$ cat config.mk
export PLATFORM = sky130hd
export DESIGN_NAME = pbt_queue
export DESIGN_NICKNAME = d
export VERILOG_FILES = /design/src/design/pbt_pkg.sv /design/src/design/pbt_queue.sv
export VERILOG_INCLUDE_DIRS = /design/src /design/src/design
export SDC_FILE = /design/constraint.sdc
export NUM_CORES = 1
export LEC_CHECK = 0
export ABC_AREA = 0
export CORE_MARGIN = 2
export CORE_UTILIZATION = 38
export DETAILED_ROUTE_END_ITERATION = 12
export DONT_BUFFER_PORTS = 1
export PLACE_DENSITY_LB_ADDON = 0.15
export SYNTH_ARGS = -nofsm -noshare
export SYNTH_HDL_FRONTEND = slang
export SYNTH_SLANG_ARGS = --single-unit
export TNS_END_PERCENT = 30
$ cat constraint.sdc
create_clock -name clk -period 8 [get_ports clk]
set_input_delay 1.2 -clock clk [delete_from_list [all_inputs] [get_ports clk]]
set_output_delay 1.2 -clock clk [all_outputs]
set_load 0.005 [all_outputs]
$ cat src/design/polyline_bezier_tessellator_defines.svh
// Assertion macros shared by the tessellator modules.
// Each macro samples on clk and is disabled while arst_n is low.
`ifndef POLYLINE_BEZIER_TESSELLATOR_DEFINES_SVH
`define POLYLINE_BEZIER_TESSELLATOR_DEFINES_SVH
`ifndef NO_ASSERTIONS
`define PBT_ASSERT_ALWAYS(name, expr) \
	name: assert property (@(posedge clk) disable iff (!arst_n) (expr)) \
		else $error("pbt: invariant violated");
`define PBT_ASSERT_IMPLIES(name, ante, cons) \
	name: assert property (@(posedge clk) disable iff (!arst_n) (ante) |-> (cons)) \
		else $error("pbt: implication violated");
`define PBT_ASSERT_NEXT(name, ante, cons) \
	name: assert property (@(posedge clk) disable iff (!arst_n) (ante) |=> (cons)) \
		else $error("pbt: next-cycle check violated");
`else
`define PBT_ASSERT_ALWAYS(name, expr)
`define PBT_ASSERT_IMPLIES(name, ante, cons)
`define PBT_ASSERT_NEXT(name, ante, cons)
`endif
`endif

$ cat src/design/pbt_pkg.sv
`timescale 1ns / 1ps
package pbt_pkg;

	// coordinate width of the channels
	localparam int COORD_BITS = 16;
	// split points in half units
	localparam int HALF_BITS = COORD_BITS + 1;
	// curve control points with 16 fraction bits
	localparam int FRAC_BITS = 16;
	localparam int PT_BITS = COORD_BITS + FRAC_BITS + 1;
	localparam int SUM_BITS = HALF_BITS + 20;
	localparam int ACC_BITS = PT_BITS + 9;
	// weights are in 64ths on top of the 16 fraction bits
	localparam int SAMPLE_SHIFT = FRAC_BITS + 6;

	// a third and twice a third, 16 fraction bits
	localparam int W_THIRD_LO = 21845;
	localparam int W_THIRD_HI = 43691;

	localparam int NUM_SAMPLES = 5;
	localparam int T_BITS = $clog2(NUM_SAMPLES);
	localparam int W_BITS = 7;

	localparam int QUEUE_DEPTH_DEF = 4;

	typedef logic [1:0] curve_idx_t;
	// curve between the older split point and the older control point
	localparam curve_idx_t CURVE_PREV = 2'd0;
	// curve between the older control point and the new midpoint
	localparam curve_idx_t CURVE_CUR = 2'd1;
	// closing curve of a run, ends on the final control point
	localparam curve_idx_t CURVE_LAST = 2'd2;

	typedef logic signed [COORD_BITS-1:0] coord_t;
	typedef logic signed [HALF_BITS-1:0] half_t;
	typedef half_t [2:0] half_vec_t;
	typedef logic signed [PT_BITS-1:0] pt_t;
	typedef logic signed [SUM_BITS-1:0] sum_t;
	typedef logic signed [ACC_BITS-1:0] acc_t;
	typedef logic [T_BITS-1:0] tidx_t;
	typedef logic [W_BITS-1:0] weight_t;

	typedef struct packed {
		coord_t x_in;
		coord_t y_in;
		coord_t z_in;
		logic   final_point;
	} pt_item_t;

	typedef struct packed {
		coord_t x_a;
		coord_t y_a;
		coord_t z_a;
		coord_t x_b;
		coord_t y_b;
		coord_t z_b;
		logic   run_end;
	} res_item_t;

	// work for one control point: its split points and the curves to draw
	typedef struct packed {
		half_vec_t  old_mid;
		half_vec_t  old_pt;
		half_vec_t  mid;
		half_vec_t  hp;
		curve_idx_t k_first;
		curve_idx_t k_last;
	} work_t;

	typedef struct packed {
		logic  valid;
		work_t work;
	} work_msg_t;

	// cubic Bernstein weights in 64ths, sample t, control point k
	function automatic weight_t bern_w(input tidx_t t, input logic [1:0] k);
		weight_t w [4];
		case (t)
			3'd0: w = '{7'd64, 7'd0, 7'd0, 7'd0};
			3'd1: w = '{7'd27, 7'd27, 7'd9, 7'd1};
			3'd2: w = '{7'd8, 7'd24, 7'd24, 7'd8};
			3'd3: w = '{7'd1, 7'd9, 7'd27, 7'd27};
			3'd4: w = '{7'd0, 7'd0, 7'd0, 7'd64};
			default: w = '{7'd0, 7'd0, 7'd0, 7'd0};
		endcase
		return w[k];
	endfunction

endpackage

$ cat src/design/pbt_queue.sv
`timescale 1ns / 1ps
`include "polyline_bezier_tessellator_defines.svh"
module pbt_queue #(
	parameter int DEPTH = pbt_pkg::QUEUE_DEPTH_DEF
) (
	input  logic              clk,
	input  logic              arst_n,
	input  pbt_pkg::work_msg_t push,
	output logic              full,
	output pbt_pkg::work_msg_t head,
	input  logic              pop
);
	import pbt_pkg::*;

	localparam int PTR_W = $clog2(DEPTH);
	localparam int CNT_W = $clog2(DEPTH + 1);

	work_t             mem_q [DEPTH];
	logic [PTR_W-1:0]  wr_ptr_q;
	logic [PTR_W-1:0]  rd_ptr_q;
	logic [CNT_W-1:0]  cnt_q;

	assign full = cnt_q == CNT_W'(DEPTH);
	assign head.valid = cnt_q != '0;
	assign head.work = mem_q[rd_ptr_q];

	always_ff @(posedge clk or negedge arst_n) begin
		if (!arst_n) begin
			wr_ptr_q <= '0;
			rd_ptr_q <= '0;
			cnt_q <= '0;
		end else begin
			if (push.valid) begin
				wr_ptr_q <= (wr_ptr_q == PTR_W'(DEPTH - 1)) ? '0 : wr_ptr_q + 1'b1;
			end
			if (pop) begin
				rd_ptr_q <= (rd_ptr_q == PTR_W'(DEPTH - 1)) ? '0 : rd_ptr_q + 1'b1;
			end
			if (push.valid && !pop) begin
				cnt_q <= cnt_q + 1'b1;
			end else if (pop && !push.valid) begin
				cnt_q <= cnt_q - 1'b1;
			end
		end
	end

	always_ff @(posedge clk) begin
		if (push.valid) begin
			mem_q[wr_ptr_q] <= push.work;
		end
	end

	`PBT_ASSERT_ALWAYS(a_q_count_bound, cnt_q <= CNT_W'(DEPTH))
	`PBT_ASSERT_IMPLIES(a_q_pop_nonempty, pop, cnt_q != '0)
	`PBT_ASSERT_IMPLIES(a_q_push_has_room, push.valid, !full)

endmodule

==> results.ini <==
[status]
status = finished, final reports clean

[floorplanning]
fp.dieH_um = 288
top_level_ports = 422
rows = 104
chipWidth_um = 288
initial_util = 0.382
design.die.area_mm2 = 0.0830
core-area_mm2 = 0.0802

[sta]
slew_headroom = 0.327
hold_violations = 0
clock_skew_ps = 25.5
max_freq_mhz = 234
worst_pin_slew_ps = 1010
fin_tns_setup_ps = 0
finalSetupViolCount = 0
slew_viol_final = 0
timing.final.crit_share = 0.534
grt_setup_unrepaired = false
final.min_clock_period_ps = 4270

[route]
post_drt_wl_per_cell_um = 26.6
num_vias = 11900
wirelength_um = 61500
ant_nets = 0
route.detailed.drc = 0
post_drt_via_cell_ratio = 5.15
drt_first_iter_violations = 694
drt_first_pass_iters = 6

[worst_setup_path]
worst-endpoint-required_ps = 6800
reg2reg_to = mem_q[0][95]$_DFFE_PP_
crit_start = rd_ptr_q[1]$_DFFE_PN0P_
critical_path.slowest_cell = sky130_fd_sc_hd__dfrtp_4
rr_startpoint = wr_ptr_q[0]$_DFFE_PN0P_
reg2reg_setup_slack_ps = 5320
stages_on_worst_setup_path = 2
timing.setup.critical_path_class = register to output pin
critPathBufInv = 1
worstSetupEndpointType = output pin
crit_fanout = 56
timing.critical_path.to = head[144]
path_cells = buf_4 -> mux4_2
worstRegToRegCells = 4
worstSetupStartpointType = register
slowest_delay_ps = 1010
cp.arrival_ps = 3070
crit_family = flip-flops

[grt]
first_pass_grt_wire_length_um = 88600
grt.overflow.total = 0
number_of_antenna_violations_at_the_first_check_in_global_routing = 0
largest_net_degree_at_the_start_of_global_routing = 117
grt_pass1_vias = 12700
grt_use_total = 0.147

[clock_network]
clkTransAtPathRegs_ps = 60
numClockSinks = 839
cts_post_setup_buffers_inserted = 0
cts-htree-levels = 3
cts_repair_resize_count = 0
cts_buffers = 90
clockRootBuffer = sky130_fd_sc_hd__clkbuf_16
ctsHoldBuffers = 0
clock_path_buffers = 3
worst_skew_pair.late_latency_ps = 630
tritoncts = done

[placed_design]
place.detailed.hpwl_um = 36100
detailed_place.area_mm2 = 0.0316
numPlacedInstances = 2149
routabilityCongestion = 0.720
port_buffers = 0

[layout]
antenna-diode-count = 0
sequential_cell_area_mm2 = 0.0252
finalInstanceArea_mm2 = 0.0346
mostFrequentLayoutCell = sky130_fd_sc_hd__edfxtp_1
finalNonFillerCells = 2315
most-common-layout-cells = sky130_fd_sc_hd__edfxtp_1, sky130_fd_sc_hd__mux4_2, sky130_fd_sc_hd__clkbuf_16
design.final.nets = 1400
layout_cell_share_with_drive_strength_beyond_1 = 0.284
area_growth_syn_to_layout_pct = 12.9
multi_input_area_mm2 = 0.00492
fill_cells = 6840

[synth]
yosys_warnings = 0
synth_edf_count = 832
yosysUniqueCellTypes = 20
synth-seq-cells = 839
synth_area_per_cell_um2 = 27.3
mappedNetlistArea_mm2 = 0.0307
ys_async_sr_fraction = 0.00834
synth.yosys.seq_area_share = 0.821
cells_after_synth = 1124
synth_top_flop_cell = sky130_fd_sc_hd__edfxtp_1
syn-num-nets = 1343

[power_and_ir_drop]
p_per_area_mw_per_mm2 = 368
worst_ir_drop_vdd_uv = 350
cellLeakagePower_nw = 10.7
p_total_w = 0.0128

[run]
max_cap_violations = 0

[worst_hold_path]
min_path_type = input pin to async pin

==> registers in the layout (all words and copies together), names as in the netlist <==
| register | flops |
|---|---|
| rd_ptr_q | 2 |
| mem_q | 832 |
| cnt_q | 3 |
| wr_ptr_q | 2 |
==> cell families (layout without fill, tap and decap cells) <==
group / Yosys count / after routing / share of synthesized area
simple gates: 11 / 11 / 0.00188
xor+xnor: 3 / 3 / 0.000857
fa+ha+maj: 7 / 7 / 0.00310
compound gates: 2 / 2 / 0.000327
mux: 211 / 211 / 0.154
buf+inv: 51 / 182 / 0.0192
flops: 839 / 839 / 0.821
==> routing by layer <==
metal | vias to the layer above | wire (µm) | share of wire | track usage
met5 | - | 0 | 0 | 0
met2 | 373 | 31700 | 0.52 | 0.247
met3 | 91 | 5650 | 0.092 | 0.0609
met4 | 0 | 1450 | 0.024 | 0.0426
met1 | 6443 | 22700 | 0.37 | 0.174
li1 | 5011 | - | - | -
==> through the flow <==
| step | utilization | worst slack [ps] | hold WS, ps |
|---|---|---|---|
| 3_5_place_dp | 0.394 | 4330 | 489 |
| 4_1_cts | 0.432 | 3600 | 195 |
| 5_1_grt | 0.432 | 3560 | 198 |
| 6_report | 0.432 | 3730 | 256 |
| 2_1_floorplan | - | 1490 | 449 |
| 3_3_place_gp | 0.394 | 4360 | 475 |
==> power breakdown <==
part           switching, W  internal (W)
logic               0.00157       0.00117
clock network       0.00167       0.00247
registers          0.000239       0.00564
total               0.00348       0.00927
==> worst reg2reg max path, cell delays in order (launching register included) <==
cell and delay (ps):
sky130_fd_sc_hd__dfrtp_1 410, sky130_fd_sc_hd__inv_1 110, sky130_fd_sc_hd__ha_1 160, sky130_fd_sc_hd__and2_4 640, sky130_fd_sc_hd__buf_4 920
==> Yosys cell counts, types with 2 or more instances <==
library cell | n | share of area
sky130_fd_sc_hd__edfxtp_1 | 832 | 0.82
sky130_fd_sc_hd__mux4_2 | 208 | 0.15
sky130_fd_sc_hd__buf_12 | 22 | 0.014
sky130_fd_sc_hd__buf_2 | 22 | 0.0036
sky130_fd_sc_hd__dfrtp_1 | 7 | 0.0057
sky130_fd_sc_hd__ha_1 | 6 | 0.0024
sky130_fd_sc_hd__and2_1 | 4 | 0.00082
sky130_fd_sc_hd__inv_1 | 4 | 0.00049
sky130_fd_sc_hd__mux2_2 | 3 | 0.0011
sky130_fd_sc_hd__nor2_1 | 3 | 0.00037
sky130_fd_sc_hd__nand2_1 | 2 | 0.00024
sky130_fd_sc_hd__o21ai_0 | 2 | 0.00033
sky130_fd_sc_hd__xor2_1 | 2 | 0.00057
==> area by class of cell <==
class,instances,share of cell area
Tap cell,1060,0.0383
Sequential cell,839,0.727
Clock inverter,51,0.0172
Clock buffer,115,0.0696
Inverter,4,0.000434
Multi-Input combinational cell,234,0.142
Timing Repair Buffer,12,0.00513
==> how the worst min path moves through the flow <==
stage                              end
3_5_place_dp      cnt_q[2]$_DFFE_PN0P_
4_1_cts        rd_ptr_q[1]$_DFFE_PN0P_
5_1_grt        rd_ptr_q[0]$_DFFE_PN0P_
6_report          cnt_q[0]$_DFFE_PN0P_
2_1_floorplan     cnt_q[2]$_DFFE_PN0P_
3_3_place_gp      cnt_q[2]$_DFFE_PN0P_
Power figures use the tool's default switching activity.
