**src/design/polyline_bezier_tessellator_defines.svh**
```systemverilog
// Assertion macros shared by the tessellator modules.
// Each macro samples on clk and is disabled while arst_n is low.
`ifndef POLYLINE_BEZIER_TESSELLATOR_DEFINES_SVH
`define POLYLINE_BEZIER_TESSELLATOR_DEFINES_SVH
`ifndef NO_ASSERTIONS
`define PBT_ASSERT_ALWAYS(name, expr) \
	name: assert property (@(posedge clk) disable iff (!arst_n) (expr)) \
		else $error("pbt: invariant violated");
`define PBT_ASSERT_IMPLIES(name, ante, cons) \
	name: assert property (@(posedge clk) disable iff (!arst_n) (ante) |-> (cons)) \
		else $error("pbt: implication violated");
`define PBT_ASSERT_NEXT(name, ante, cons) \
	name: assert property (@(posedge clk) disable iff (!arst_n) (ante) |=> (cons)) \
		else $error("pbt: next-cycle check violated");
`else
`define PBT_ASSERT_ALWAYS(name, expr)
`define PBT_ASSERT_IMPLIES(name, ante, cons)
`define PBT_ASSERT_NEXT(name, ante, cons)
`endif
`endif

```
**src/design/pbt_pkg.sv**
```systemverilog
`timescale 1ns / 1ps
package pbt_pkg;

	// coordinate width of the channels
	localparam int COORD_BITS = 16;
	// split points in half units
	localparam int HALF_BITS = COORD_BITS + 1;
	// curve control points with 16 fraction bits
	localparam int FRAC_BITS = 16;
	localparam int PT_BITS = COORD_BITS + FRAC_BITS + 1;
	localparam int SUM_BITS = HALF_BITS + 20;
	localparam int ACC_BITS = PT_BITS + 9;
	// weights are in 64ths on top of the 16 fraction bits
	localparam int SAMPLE_SHIFT = FRAC_BITS + 6;

	// a third and twice a third, 16 fraction bits
	localparam int W_THIRD_LO = 21845;
	localparam int W_THIRD_HI = 43691;

	localparam int NUM_SAMPLES = 5;
	localparam int T_BITS = $clog2(NUM_SAMPLES);
	localparam int W_BITS = 7;

	localparam int QUEUE_DEPTH_DEF = 4;

	typedef logic [1:0] curve_idx_t;
	// curve between the older split point and the older control point
	localparam curve_idx_t CURVE_PREV = 2'd0;
	// curve between the older control point and the new midpoint
	localparam curve_idx_t CURVE_CUR = 2'd1;
	// closing curve of a run, ends on the final control point
	localparam curve_idx_t CURVE_LAST = 2'd2;

	typedef logic signed [COORD_BITS-1:0] coord_t;
	typedef logic signed [HALF_BITS-1:0] half_t;
	typedef half_t [2:0] half_vec_t;
	typedef logic signed [PT_BITS-1:0] pt_t;
	typedef logic signed [SUM_BITS-1:0] sum_t;
	typedef logic signed [ACC_BITS-1:0] acc_t;
	typedef logic [T_BITS-1:0] tidx_t;
	typedef logic [W_BITS-1:0] weight_t;

	typedef struct packed {
		coord_t x_in;
		coord_t y_in;
		coord_t z_in;
		logic   final_point;
	} pt_item_t;

	typedef struct packed {
		coord_t x_a;
		coord_t y_a;
		coord_t z_a;
		coord_t x_b;
		coord_t y_b;
		coord_t z_b;
		logic   run_end;
	} res_item_t;

	// work for one control point: its split points and the curves to draw
	typedef struct packed {
		half_vec_t  old_mid;
		half_vec_t  old_pt;
		half_vec_t  mid;
		half_vec_t  hp;
		curve_idx_t k_first;
		curve_idx_t k_last;
	} work_t;

	typedef struct packed {
		logic  valid;
		work_t work;
	} work_msg_t;

	// cubic Bernstein weights in 64ths, sample t, control point k
	function automatic weight_t bern_w(input tidx_t t, input logic [1:0] k);
		weight_t w [4];
		case (t)
			3'd0: w = '{7'd64, 7'd0, 7'd0, 7'd0};
			3'd1: w = '{7'd27, 7'd27, 7'd9, 7'd1};
			3'd2: w = '{7'd8, 7'd24, 7'd24, 7'd8};
			3'd3: w = '{7'd1, 7'd9, 7'd27, 7'd27};
			3'd4: w = '{7'd0, 7'd0, 7'd0, 7'd64};
			default: w = '{7'd0, 7'd0, 7'd0, 7'd0};
		endcase
		return w[k];
	endfunction

endpackage

```
**src/design/pbt_front.sv**
```systemverilog
`timescale 1ns / 1ps
module pbt_front (
	input  logic               clk,
	input  logic               arst_n,
	input  logic               pt_valid,
	output logic               pt_stall,
	input  pbt_pkg::pt_item_t  pt_data,
	input  logic               q_full,
	output pbt_pkg::work_msg_t push
);
	import pbt_pkg::*;

	typedef enum logic [2:0] {
		SEEN_NONE = 3'b001,
		SEEN_ONE  = 3'b010,
		SEEN_MANY = 3'b100
	} seen_t;

	seen_t     seen_q;
	coord_t    last_q [3];
	half_vec_t mid_q;
	half_vec_t pt_q;

	coord_t    pc [3];
	half_vec_t hp;
	half_vec_t mid;
	logic      accept;

	assign pt_stall = q_full;
	assign accept = pt_valid && !pt_stall;

	always_comb begin
		pc[0] = pt_data.x_in;
		pc[1] = pt_data.y_in;
		pc[2] = pt_data.z_in;
		for (int c = 0; c < 3; c++) begin
			hp[c] = {pc[c], 1'b0};
			mid[c] = half_t'(last_q[c]) + half_t'(pc[c]);
		end
	end

	// classify: the first point of a run only primes the state
	always_comb begin
		push.valid = accept && (seen_q != SEEN_NONE);
		push.work.old_mid = mid_q;
		push.work.old_pt = pt_q;
		push.work.mid = mid;
		push.work.hp = hp;
		push.work.k_first = (seen_q == SEEN_MANY) ? CURVE_PREV : CURVE_CUR;
		push.work.k_last = pt_data.final_point ? CURVE_LAST : CURVE_CUR;
	end

	always_ff @(posedge clk or negedge arst_n) begin
		if (!arst_n) begin
			seen_q <= SEEN_NONE;
		end else if (accept) begin
			if (pt_data.final_point) begin
				seen_q <= SEEN_NONE;
			end else if (seen_q == SEEN_NONE) begin
				seen_q <= SEEN_ONE;
			end else begin
				seen_q <= SEEN_MANY;
			end
		end
	end

	always_ff @(posedge clk) begin
		if (accept) begin
			last_q <= pc;
			mid_q <= mid;
			pt_q <= hp;
		end
	end

endmodule

```
**config.mk**
```make
export PLATFORM = sky130hd
export DESIGN_NAME = pbt_front
export DESIGN_NICKNAME = d
export VERILOG_FILES = /design/src/design/polyline_bezier_tessellator_defines.svh /design/src/design/pbt_pkg.sv /design/src/design/pbt_front.sv
export SDC_FILE = /design/constraint.sdc
export NUM_CORES = 1
export LEC_CHECK = 0
export BUFFER_PORTS_ARGS = -buffer_cell sky130_fd_sc_hd__clkbuf_2
export CORE_MARGIN = 3
export CORE_UTILIZATION = 51
export CTS_CLUSTER_DIAMETER = 80
export CTS_CLUSTER_SIZE = 25
export DETAILED_ROUTE_END_ITERATION = 8
export PLACE_DENSITY_LB_ADDON = 0.2
export SYNTH_ARGS = -nofsm -noshare
export SYNTH_HDL_FRONTEND = slang
export SYNTH_SLANG_ARGS = --single-unit
```
**constraint.sdc**
```tcl
create_clock -name clk -period 4.95 [get_ports clk]
set_clock_uncertainty 0.05 [all_clocks]
set_input_delay 0.495 -clock clk [delete_from_list [all_inputs] [get_ports clk]]
set_output_delay 0.495 -clock clk [all_outputs]
set_load 0.05 [all_outputs]
```
==> run summary, run 1 <==
commonest register cell after synthesis: edfxtp_1
vias in the first global route: 4242
final non-filler cell total: 812
Critical path origin: last_q[32]
largest area contributor in the netlist: edfxtp_1
most frequent cell after synthesis: edfxtp_1
post-placement setup slack: 1.54 ns
sequential fraction of the synthesis area: 53.6%
pin count of the biggest net entering global routing: 63
Crit Path Max Fanout: 3
CTS tree: done
TritonRoute pass-1 iters: 4
chip height: 112 um
setup bufs post-CTS: 0
Final Hold Fails: 0
Root Buffer: clkbuf_8
post-route ant nets: 0
relative slew slack: 51.3%
overall routing resource usage: 20.8%
total congestion overflow: 0
Mapped Cells: 456
initial antenna violation count: 0
Yosys reg bits: 102
CP Launch Type: flop
Yosys cell types: 55
Post-synth EDFFs: 99
RR Startpoint: last_q[32]
Final GP Congestion: 0.807
CP arrival: 3.02 ns
achievable frequency: 280 MHz
Hold Path Class: in -> reg
Worst Path Required: 4.41 ns
Antenna Cells: 0
setup TNS: 0 ns
initial drt markers: 138
Port-buffer cells: 255
drt via density: 5.31
Die X: 112 um
area of the die: 12500 um2
Tcrit/Tclk final: 72.1%
Area contributors post-synth: edfxtp_1 (52%), ha_1 (11%), buf_4 (7.5%)
outcome: finished, final reports clean
Synth Cell Area: 5690 um2
total CTS buffers: 9
syn_area_per_cell: 12.5 um2
Synth warnings: 0
Commonest cells post-synth: edfxtp_1 (99), buf_4 (57), ha_1 (48)
power per cell area: 403 nW/um2
Final WS setup: 1.38 ns
row cnt: 37
placed cells: 796
area delta synth->final: 21.3%
Post-layout nets: 776
post-cts resize count: 0
Final Max Tran Viols: 0
Worst Hold Launch: pt_data[17]
CP Class: reg -> out
asr flop ratio synth: 2.94%
Lkg Pwr: 0.00316 uW
latest clock arrival within the worst-skew pair: 0.35 ns
RSZ-0062 raised after global routing: false
total number of vias: 4311
Worst VDD drop: 0.000218 V
Initial Utilization: 53.6%
Clock Sinks: 102
DR WL/cell: 16.1 um
Core Box Area: 10600 um2
share of cells above drive strength 1: 42.0%
first-pass GRT wire length: 21000 um
crit end category: output pin
Reg clk slew, reported paths: 0.09 ns
H-tree depth: 3
number of primary I/O pins: 263
setup violators final: 0
Max clock buf depth: 2
hold_buf cts: 1
Worst Max-Slew Pin Slew: 0.731 ns
minimum clock period: 3.57 ns
total of max-cap violations: 0
hold_ws: 0.299 ns
hpwl dp: 10600 um
WL final: 13100 um
Synth top area share: 52.3%
DRC violations left: 0
-- cell usage in the layout (no fill, tap or decap), types with 5 or more instances in the layout --
master / Yosys / final
a21o_1: 12 / 12
a21oi_1: 37 / 37
a31oi_1: 5 / 5
and3_1: 5 / 5
clkbuf_2: 0 / 255
clkbuf_8: 0 / 9
conb_1: 1 / 7
edfxtp_1: 99 / 99
ha_1: 48 / 48
inv_1: 14 / 13
nand2_1: 16 / 16
nand3_1: 13 / 13
nor2_1: 23 / 23
nor3_1: 5 / 5
o211ai_1: 5 / 5
o21ai_0: 19 / 19
xnor2_1: 24 / 24
xor2_1: 15 / 15
-- flip-flops by register name (all words and copies together) (netlist names) --
register	count
push	83
last_q	16
seen_q	3
-- through the flow --
step           area [um2]  util [%]  total power (uW)
2_1_floorplan        5710         -              2110
3_3_place_gp         6730      63.5              2350
3_5_place_dp         6730      63.5              2360
4_1_cts              6900      65.1              2810
5_1_grt              6900      65.1              2920
6_report             6900      65.1              2780
-- power by group --
part / internal, uW / total [uW] / switching (uW)
clock network: 179 / 441 / 262
logic: 281 / 1270 / 985
registers: 1050 / 1070 / 28.3
total: 1510 / 2780 / 1280
-- critical path: stages, from the launching register on --
cell	delay, ns
edfxtp_1	0.41
ha_1	0.23
fa_1	0.41
a21oi_1	0.24
o32ai_1	0.18
o41a_1	0.37
a21o_1	0.19
a21oi_1	0.17
xnor2_1	0.16
clkbuf_2	0.31
-- layout make-up --
class | instances | area [um2]
Clock buffer | 11 | 131
Clock inverter | 4 | 25.0
Fill cell | 858 | 3700
Inverter | 14 | 55.1
Multi-Input combinational cell | 288 | 2180
Sequential cell | 102 | 3050
Tap cell | 136 | 170
Timing Repair Buffer | 257 | 1290
-- kinds of logic (layout without fill, tap and decap cells) --
kind of cell | after synthesis | count (layout) | synth area share, %
AOI/OAI and AO/OA | 112 | 112 | 13.2
xor gates and xnor gates | 39 | 39 | 6.01
adders and majority gates | 51 | 51 | 11.6
buffers and inverters | 72 | 286 | 8.51
DFF | 102 | 102 | 53.6
muxes | 2 | 2 | 0.374
other | 1 | 7 | 0.0659
and+or+nand+nor | 77 | 77 | 6.56
-- final timing paths --
path,to,slack (ns),cells past startpoint
hold / removal,push[124],0.30,1
setup / recovery,push[65],1.38,9
min in group asynchronous,seen_q[1],0.44,2
max in group asynchronous,seen_q[0],4.21,2
hold reg to reg,seen_q[0],0.45,2
setup reg to reg,push[167],2.35,8
-- layer usage --
layer / vias up / wire length [um] / track usage (%) / part of all wire, %
li1: 2091 / - / - / -
met5: - / 0 / 0 / 0
met1: 2009 / 5130 / 24.6 / 39
met3: 16 / 954 / 4.89 / 7.3
met4: 0 / 218 / 6.73 / 1.7
met2: 195 / 6780 / 37.4 / 52
Note: power is estimated with default switching activity, not from simulation.
==> run 2, diff against run 1 <==
--- a/config.mk
+++ b/config.mk
@@ -7,7 +7,7 @@
 export LEC_CHECK = 0
 export BUFFER_PORTS_ARGS = -buffer_cell sky130_fd_sc_hd__clkbuf_2
 export CORE_MARGIN = 3
-export CORE_UTILIZATION = 51
+export CORE_UTILIZATION = 43
 export CTS_CLUSTER_DIAMETER = 80
 export CTS_CLUSTER_SIZE = 25
 export DETAILED_ROUTE_END_ITERATION = 8
==> constraint.sdc (replaced) <==
create_clock -name clk -period 3.1 [get_ports clk]
set_clock_uncertainty 0.05 [all_clocks]
set_input_delay 0.31 -clock clk [delete_from_list [all_inputs] [get_ports clk]]
set_output_delay 0.31 -clock clk [all_outputs]
set_load 0.05 [all_outputs]
==> run 2 against run 1 <==
Compared with the run above:
- flip-flop and latch count stayed put
- combinational power is 71% higher
- sequential share of layout area is 3.4 points lower
- worst hold slack worse by 0.18 ns
- clock power grew to 2.6 times the previous value
- core utilization is 6.6 points lower
- register-to-register slack worse by 1.7 ns
- clock-buffer cell count stayed put
- first-iteration DRC count is 100% higher
==> run summary, run 2 (synthesis gave the netlist of run 1 again) <==
vias in the first global route: 4113
CTS tree: done
Final WS setup: 0.0450 ns
Crit Path Max Fanout: 3
total CTS buffers: 9
CP Class: reg -> out
hpwl dp: 10600 um
Port-buffer cells: 255
row cnt: 41
Antenna Cells: 0
CP arrival: 2.69 ns
Final GP Congestion: 0.783
worst path bufs/invs: 1
Die X: 121 um
area occupied by multi-input gates: 2390 um2
Post-layout nets: 785
Crit path max-delay family: compound AO/OA/AOI/OAI gates
hold endpoint: seen_q[2]
post-route ant nets: 0
RSZ-0062 raised after global routing: true
power per cell area: 671 nW/um2
Core Util, Final: 58.5%
commonest non-fill, non-tap cell in the layout: clkbuf_2
Worst Hold Launch: pt_data[0]
post-placement setup slack: 0.0912 ns
total congestion overflow: 0
met2 Track Usage GR: 30.4%
Reg2Reg Depth: 8
met3 usage: 3.78%
H-tree depth: 3
total of max-cap violations: 0
met1 global-route usage: 22.3%
first-pass GRT wire length: 20700 um
Root Buffer: clkbuf_16
DRC violations left: 0
setup violators final: 0
Initial Utilization: 44.5%
r2r endpoint: push[204]
achievable frequency: 327 MHz
fill cell count: 1066
Clock Sinks: 102
Final Instance Area: 7480 um2
number of primary I/O pins: 263
grt peak-use layer: met2
register area: 3050 um2
share of cells above drive strength 1: 47.7%
Final Hold Fails: 0
area delta synth->final: 31.5%
minimum clock period: 3.05 ns
setup TNS: 0 ns
initial drt markers: 277
Reg clk slew, reported paths: 0.07 ns
area of the die: 14600 um2
DR WL/cell: 15.5 um
Worst Path Required: 2.74 ns
Core Box Area: 12800 um2
outcome: finished, final reports clean
WL final: 13300 um
Hold Path Stages: 2
pin count of the biggest net entering global routing: 55
number of flip-flops in the largest register: 83
drt via density: 5.03
Lkg Pwr: 0.00336 uW
TritonRoute pass-1 iters: 4
CP Launch Type: flop
overall routing resource usage: 18.0%
crit end category: output pin
initial antenna violation count: 0
RR Startpoint: push[141]
Critical path origin: push[141]
Tcrit/Tclk final: 98.5%
Final Power: 5020 uW
total number of vias: 4312
Placement Cell Area: 6930 um2
most frequent cells in the layout: clkbuf_2 (240), edfxtp_1 (99), ha_1 (42)
slowest cell delay on critical path: 0.44 ns
R2R Setup Slk: 0.63 ns
latest clock arrival within the worst-skew pair: 0.35 ns
Max clock buf depth: 2
Final Max Tran Viols: 0
Hold Path Class: in -> reg
Worst VDD drop: 0.000312 V
chip height: 121 um
CP max-delay cell: edfxtp_1
CP cell instances: ha_4 > fa_2 > a21o_1 > a31o_2 > a31oi_4 > o21ai_4 > a21boi_4 > o31a_1 > buf_12
-- run 2: cell count changes in the layout (fill, tap and decap cells not counted), sizes merged --
cell / before / now
buf: 1 / 21
clkbuf: 266 / 255
bufinv: 0 / 1
-- run 2: how the worst max path moves through the flow --
stage | cells after the start | endpoint
6_report | 9 | push[105]
5_1_grt | 9 | push[65]
4_1_cts | 9 | push[65]
3_5_place_dp | 10 | push[65]
3_3_place_gp | 10 | push[65]
2_1_floorplan | 8 | push[105]
-- run 2: stage by stage --
| stage | hold WS (ns) | cells |
|---|---|---|
| after global placement | 0.0552 | 835 |
| after global routing | 0.118 | 858 |
| after detailed placement | 0.0603 | 835 |
| after floorplan | -0.0356 | 462 |
| after CTS | 0.105 | 853 |
| final | 0.121 | 858 |
-- run 2: timing repair --
action / in CTS / in global routing
pin swaps: 4 / 13
setup endpoints to repair: 14 / 18
gates resized for setup: 20 / 40
buffers inserted: 1 / 5
hold endpoints to repair: 3 / 0
hold buffers: 1 / 0
-- run 2: layout make-up --
type	count	area share, %
Clock buffer	11	3.25
Clock inverter	5	0.786
Inverter	14	0.736
Multi-Input combinational cell	288	32.0
Tap cell	172	2.88
Sequential cell	102	40.8
Timing Repair Buffer	266	19.5
-- run 2: power by group --
| part | switching (uW) | internal [uW] |
|---|---|---|
| registers | 44.2 | 1670 |
| clock network | 489 | 648 |
| logic | 1610 | 558 |
| total | 2140 | 2880 |
-- run 2: routing by layer --
layer,wire length (um),up-vias,part of all wire (%)
met5,0,-,0
met4,318,0,2.4
met3,957,19,7.2
met2,6620,175,50
met1,5380,2021,41
li1,-,2097,-
-- run 2: worst reg2reg max path: stages (launching register included) --
cell and delay, ns:
edfxtp_1 0.44, ha_4 0.19, buf_4 0.14, a211oi_4 0.22, o21ai_2 0.10, a211oi_2 0.33, o31ai_4 0.14, and4b_1 0.19
or3_4 0.40
==> run 3, diff against run 2 <==
--- a/config.mk
+++ b/config.mk
@@ -12,6 +12,7 @@
 export CTS_CLUSTER_SIZE = 25
 export DETAILED_ROUTE_END_ITERATION = 8
 export PLACE_DENSITY_LB_ADDON = 0.2
+export SETUP_SLACK_MARGIN = 0.2
 export SYNTH_ARGS = -nofsm -noshare
 export SYNTH_HDL_FRONTEND = slang
 export SYNTH_SLANG_ARGS = --single-unit
==> run 3 against run 2 <==
Compared with the run above:
- the flow now finishes with violations (negative setup slack)
- combinational power increased by 11%
- power increased by 5.7%
- worst hold slack improved by 0.011 ns
- first-iteration DRC count decreased by 45%
- clock-buffer cell count decreased by 1
- critical endpoint is now push[65]
- largest power group unchanged
- flip-flop and latch count unchanged
- global-route usage increased by 0.090 points
- sequential power about the same
- clock power increased by 4%
==> run summary, run 3 (synthesis gave the netlist of run 1 again) <==
power per cell area: 659 nW/um2
initial antenna violation count: 0
Worst VDD drop: 0.000366 V
commonest non-fill, non-tap cell in the layout: clkbuf_2
Worst Path Required: 2.74 ns
Port-buffer cells: 255
Tcrit/Tclk final: 100%
minimum clock period: 3.11 ns
area delta synth->final: 41.6%
Final Hold Fails: 0
Detail Route met2 WL: 7170 um
Reg clk slew, reported paths: 0.07 ns
hpwl dp: 10500 um
CP Launch Type: flop
sequential power share: 32.4%
initial drt markers: 153
chip height: 121 um
number of primary I/O pins: 263
clock share of power: 22.3%
Die X: 121 um
drt via density: 5.05
area of the die: 14600 um2
Sw Ratio: 41.6%
total CTS buffers: 9
latest clock arrival within the worst-skew pair: 0.34 ns
total of max-cap violations: 0
Hold Path Class: in -> reg
Logic pwr share: 45.3%
setup violators final: 1
Final Instance Area: 8050 um2
CP Class: reg -> out
Final Power: 5310 uW
CTS tree: done
Clock Sinks: 102
setup TNS: -0.00795 ns
most frequent cells in the layout: clkbuf_2 (227), edfxtp_1 (99), ha_1 (31)
share of cells above drive strength 1: 53.6%
Max Used Layer: met4
P_int: 3100 uW
Antenna Cells: 0
Post-layout nets: 793
Worst Max-Slew Pin Slew: 0.733 ns
vias in the first global route: 4256
Root Buffer: clkbuf_16
CP arrival: 2.75 ns
Crit Path Max Fanout: 3
Core Box Area: 12800 um2
crit end category: output pin
DR WL/cell: 15.9 um
DRC violations left: 0
total number of vias: 4369
overall routing resource usage: 18.1%
failing checks: negative setup slack
first-pass GRT wire length: 20700 um
pin count of the biggest net entering global routing: 61
Lkg Pwr: 0.00352 uW
P_sw: 2210 uW
WL final: 13800 um
Final WS setup: -0.00795 ns
met3 WL: 868 um
post-route ant nets: 0
relative slew slack: 51.1%
TritonRoute pass-1 iters: 4
H-tree depth: 3
Placement Cell Area: 7030 um2
Initial Utilization: 44.5%
number of flip-flops in the largest register: 83
achievable frequency: 322 MHz
total congestion overflow: 0
Post-Route M1 WL: 5500 um
outcome: finished, violations left
RSZ-0062 raised after global routing: true
Final GP Congestion: 0.770
row cnt: 41
Final Max Tran Viols: 0
Max clock buf depth: 2
## run 3: cell types whose count changed in the layout (fill, tap and decap cells not counted), sizes merged
cell	delta
bufinv	+1
clkbuf	-7
inv	-1
clkinv	+1
buf	+14
## run 3: repair_timing
action                     4_1_cts  5_1_grt
hold endpoints to repair         3        0
pin swaps                       22       24
hold buffers                     1        0
gates resized for setup         68       64
buffers inserted                12        4
setup endpoints to repair       26       29
## run 3: path summary, 6_finish.rpt
kind / from / endpoint / slack, ns / cells past startpoint
worst min register to register: seen_q[0] / seen_q[0] / 0.46 / 2
worst min-delay path: pt_data[45] / last_q[44] / 0.13 / 1
max in group asynchronous: arst_n / seen_q[0] / 2.56 / 2
worst max register to register: last_q[32] / push[167] / 0.60 / 8
min in group asynchronous: arst_n / seen_q[1] / 0.25 / 2
worst max-delay path: last_q[32] / push[65] / -0.008 / 9
## run 3: through the flow
stage / util, % / hold slack, ns / cells / worst slack, ns
3_5_place_dp: 55.1 / 0.0590 / 833 / 0.191
6_report: 63.0 / 0.131 / 866 / -0.00795
3_3_place_gp: 55.1 / 0.0577 / 833 / 0.213
2_1_floorplan: - / -0.0356 / 462 / 0.201
5_1_grt: 63.0 / 0.121 / 866 / -0.0901
4_1_cts: 60.9 / 0.112 / 862 / -0.0289
## run 3: layer usage
| metal | vias to the layer above | GRT usage, % |
|---|---|---|
| met1 | 2058 | 21.3 |
| met2 | 179 | 32.1 |
| li1 | 2114 | - |
| met5 | - | 0 |
| met3 | 18 | 3.68 |
| met4 | 0 | 7.22 |
## run 3: layout make-up
cell class                      count  area [um2]
Fill cell                        1013        4720
Sequential cell                   102        3050
Multi-Input combinational cell    288        2770
Timing Repair Buffer              274        1640
Clock buffer                       10         229
Tap cell                          172         215
Clock inverter                      6        86.3
Inverter                           14        56.3
## run 3: power by group through the flow
stage	clock, uW	sequential, uW	combinational, uW
floorplan	0	2100	1370
global placement	0	1740	2100
detailed placement	0	1750	2110
CTS	1220	1720	2290
global route	1270	1730	2520
finish	1180	1720	2400
## run 3: worst max-delay path, cell delays in order (launching register included)
cell      delay [ns]
edfxtp_1        0.39
ha_2            0.21
fa_2            0.37
a21oi_4         0.15
o32ai_2         0.12
o41a_1          0.45
a21o_1          0.20
a21oi_4         0.19
xnor2_4         0.15
buf_8           0.17
